===== src/rtl/fr_div_pipe.sv =====
module fr_div_pipe #(
    parameter int DW = 16,
    parameter int QW = 43,
    parameter int SW = 1
) (
    input  logic              i_clk,
    input  logic              i_rst_n,
    input  logic              i_en,
    input  logic              i_valid,
    input  logic [DW-1:0]     i_hi,
    input  logic [QW-1:0]     i_lo,
    input  logic [DW-1:0]     i_den,
    input  logic [SW-1:0]     i_side,
    output logic              o_valid,
    output logic [QW-1:0]     o_quot,
    output logic [SW-1:0]     o_side
);

    // i_hi must be below i_den; the quotient then fits QW bits
    logic              r_v    [QW];
    logic [DW-1:0]     r_rem  [QW];
    logic [QW-1:0]     r_lo   [QW];
    logic [DW-1:0]     r_den  [QW];
    logic [SW-1:0]     r_side [QW];

    for (genvar k = 0; k < QW; k++) begin : g_st
        logic          p_v;
        logic [DW-1:0] p_rem;
        logic [QW-1:0] p_lo;
        logic [DW-1:0] p_den;
        logic [SW-1:0] p_side;
        logic [DW:0]   rem_sh;
        logic [DW:0]   diff;
        logic          ge;

        if (k == 0) begin : g_first
            assign p_v    = i_valid;
            assign p_rem  = i_hi;
            assign p_lo   = i_lo;
            assign p_den  = i_den;
            assign p_side = i_side;
        end else begin : g_next
            assign p_v    = r_v[k-1];
            assign p_rem  = r_rem[k-1];
            assign p_lo   = r_lo[k-1];
            assign p_den  = r_den[k-1];
            assign p_side = r_side[k-1];
        end

        assign rem_sh = {p_rem, p_lo[QW-1]};
        assign ge     = rem_sh >= {1'b0, p_den};
        assign diff   = rem_sh - {1'b0, p_den};

        always_ff @(posedge i_clk) begin
            if (!i_rst_n) begin
                r_v[k] <= 1'b0;
            end else if (i_en) begin
                r_v[k] <= p_v;
            end
        end

        // shift quotient bits in where dividend bits leave
        always_ff @(posedge i_clk) begin
            if (i_en) begin
                r_rem[k]  <= ge ? diff[DW-1:0] : rem_sh[DW-1:0];
                r_lo[k]   <= {p_lo[QW-2:0], ge};
                r_den[k]  <= p_den;
                r_side[k] <= p_side;
            end
        end
    end

    assign o_valid = r_v[QW-1];
    assign o_quot  = r_lo[QW-1];
    assign o_side  = r_side[QW-1];

endmodule


===== config.mk =====
export PLATFORM = sky130hd
export DESIGN_NAME = fr_div_pipe
export DESIGN_NICKNAME = d
export VERILOG_FILES = /design/src/rtl/fr_div_pipe.sv
export SDC_FILE = /design/constraint.sdc
export NUM_CORES = 2
export LEC_CHECK = 0
export BUFFER_PORTS_ARGS = -buffer_cell sky130_fd_sc_hd__buf_2
export CORE_UTILIZATION = 30
export CTS_BUF_LIST = sky130_fd_sc_hd__clkbuf_8
export CTS_CLUSTER_SIZE = 10
export DETAILED_ROUTE_END_ITERATION = 6
export GPL_TIMING_DRIVEN = 0
export REMOVE_ABC_BUFFERS = 1
export SLEW_MARGIN = 20
export SYNTH_ARGS = -nofsm -noshare
export SYNTH_HDL_FRONTEND = slang
export SYNTH_SLANG_ARGS = --single-unit

===== constraint.sdc =====
create_clock -name i_clk -period 7.45 [get_ports i_clk]
set_clock_uncertainty 0.2 [all_clocks]
set_input_delay 0.745 -clock i_clk [delete_from_list [all_inputs] [get_ports i_clk]]
set_output_delay 0.745 -clock i_clk [all_outputs]
set_load 0.05 [all_outputs]

==> metrics.md <==
| Metric | Value |
|---|---|
| Outcome | finished clean |
| Sw Share | 31.7% |
| PortBufs | 124 |
| Pint | 41.5 mW |
| Residual DRC | 0 |
| Leakage | 60.3 nW |
| Commonest cells post-synth | edfxtp_1, inv_1, ha_1 |
| Htree depth | 6 |
| Seq pwr share | 43.0% |
| Critical Path RT | 7.99 ns |
| Hold Slack | 0.157 ns |
| CP max FO | 145 |
| Worst r2r src | r_den[0][129] |
| Worst Tran Pin Value | 1.07 ns |
| Element type at the critical path end | flop |
| Nets | 10.7k |
| DRT Wirelength | 231000 µm |
| Avg WL per Cell | 14.0 µm |
| Crit. Startpoint | i_en |
| Slew HR | 28.5% |
| Most common cell in the synthesized netlist | edfxtp_1 |
| Number of max-cap violations | 0 |
| Max Fclk | 0.148 GHz |
| Initial antenna violation count | 2 |
| Final-report max-slew violation count | 0 |
| WS Path Type | input port to flop |
| Comb pwr share | 31.2% |
| Clock power share | 25.8% |
| Via count | 72.2k |
| Sequential cell area fraction in the yosys report | 71.3% |
| Bufs on Longest Clock Path | 4 |
| CTS tree | built |
| Die area | 463000 µm² |
| CP Launch Type | input port |
| WL met1 | 98600 µm |
| Unrepaired setup endpoints after global routing | false |
| Hold depth | 0 |
| Synth unique cells | 85 |
| Primary FF master, synth | edfxtp_1 |
| DRT iter0 DRCs | 4040 |
| Num Clock Sinks | 3279 |
| Post-DP HPWL | 149000 µm |
| Gr ovfl total | 0 |
| DRT antenna net count | 0 |
| Hold Path Class | flop to flop |
| Fin util | 34.9% |
| Synthesized instance count | 9105 |
| Worst VDD drop | 0.233 mV |
| Reg clk slew, reported paths | 0.05 ns |
| Die Wd | 680 µm |
| Core area | 457000 µm² |
| Vias per std cell | 4.37 |
| IO Count | 125 |
| Synthesized flop and latch total | 3279 |
| GPL Wtd Cong | 0.838 |
| Final setup viols | 0 |
| Die height | 680 µm |
| Final instance area | 159000 µm² |
| Largest net degree at the start of global routing | 148 |
| Synth top area share | 71.3% |
| Initial core utilization | 30.2% |
| Total GRT Usage | 9.71% |
| Crit path DAT | 7.28 ns |
| Root Driver | clkbuf_8 |
| Synthesized area per cell | 15.2 µm² |
| Layout cell share with drive strength beyond 1 | 12.7% |
| Top layer in use | met4 |
| EDFF count, synth | 3278 |
| Num rows | 248 |
| Net load switching power | 19.3 mW |
| Synth warn | 0 |
| Mapped cell area | 138000 µm² |
| Placed Area | 147000 µm² |
| Met3 Wirelength | 10500 µm |
| Final Non-Filler Cells | 16.5k |
| Metal2 WL | 114000 µm |
| Final Hold Fails | 0 |
| Ys async rst share | 0% |
| Layout overhead on the synthesized area | 15.5% |
| Largest cells by area after synthesis | edfxtp_1, ha_1, mux2_2 |
| Vias in the first global route | 73.0k |
| Placed instance count | 15.3k |
| Initial DRT Pass Iterations | 5 |
| Post-route minimum period | 6.74 ns |
| Worst reg2reg path depth | 11 |
| Later-pin clock latency in the skew report | 1.17 ns |
| Yosys top cell by area | edfxtp_1 |
| Num CTS Buffers | 590 |
| First-pass GRT wire length | 374000 µm |
| Final period util | 90.4% |
| P per Cell Area | 381 nW/µm² |
| PnR Total Power | 60.8 mW |
| Hold Startpoint | r_lo[0][141] |
stage by stage:
stage	TNS (ns)	worst slack, ns
after floorplan	0	2.69
after global placement	-	-50.66
after detailed placement	-2.91	-0.0407
after CTS	0	0.669
after global routing	0	0.145
final	0	0.714
flip-flops by register name (all words and copies together), names as in the netlist:
register / cells
r_den: 672
r_lo: 1849
r_rem: 672
r_side: 43
r_v: 43
cell type report:
class	count	area [µm²]
diodes	4	10.0
fillers	43900	298000
multi-input cells	4852	35900
well taps	6125	7660
clock buffers	594	8180
inverters	876	3290
clock inverters	457	2750
flip-flops and latches	3279	98500
repair buffers	327	3170
worst max-delay path, cell delays in order:
cell and delay [ns]:
dlygate4sd3_1 0.57, buf_12 0.30, buf_16 0.47, buf_16 0.54
buf_16 0.52, buf_16 0.56, buf_16 0.42, buf_16 0.40
buf_16 0.53, buf_16 0.56, buf_16 0.53, buf_16 0.40
worst paths after layout:
check	to	slack [ns]
max	r_lo[2][446]	0.71
min reg2reg	r_lo[0][185]	0.16
min	r_lo[0][185]	0.16
max reg2reg	r_rem[0][156]	3.09
per-layer routing:
metal,track usage [%],vias to the layer above
met5,0,-
met4,4.24,0
li1,-,35800
met1,11.5,34500
met2,16.9,1232
met3,2.14,588
placed cells by master (no fill, tap or decap), drive strengths merged, types with 65 or more instances in the layout:
master       instances
clkinv             213
o21a               107
nand2b              86
o31ai               66
edfxtp            3278
nor3               139
a21oi              487
a21o               115
nand2              424
xor2               159
mux2               347
xnor2              295
dlygate4sd3        157
nor2               505
nand3               97
nor2b              104
o21ai              458
ha                 688
inv               1089
and3                65
nand4               92
clkbuf             594
buf                170
power by group through the flow:
stage                     registers [mW]  logic [mW]  clock network, mW
after floorplan                     25.9        14.5                  0
after detailed placement            26.5        18.8                  0
after global routing                26.5        21.3               17.4
after CTS                           26.2        19.1               16.6
after global placement              28.5        18.4                  0
final                               26.1        19.0               15.7
logic make-up after synthesis:
logic type                 count (synthesis)  synth area share (%)
DFF                                     3279                  71.3
and+or+nand+nor                         1649                  5.64
AOI/OAI and AO/OA                       1614                  7.31
buffers and inverters                    974                  2.75
adders and majority gates                730                  6.84
xor gates and xnor gates                 454                  2.88
muxes                                    405                  3.25
what timing repair did:
item | CTS | global route
gates resized for setup | 0 | 0
buffers inserted | 0 | 0
hold buffers | 157 | 0
endpoints found under the hold margin | 180 | 0
(Power assumes the default switching activity.)
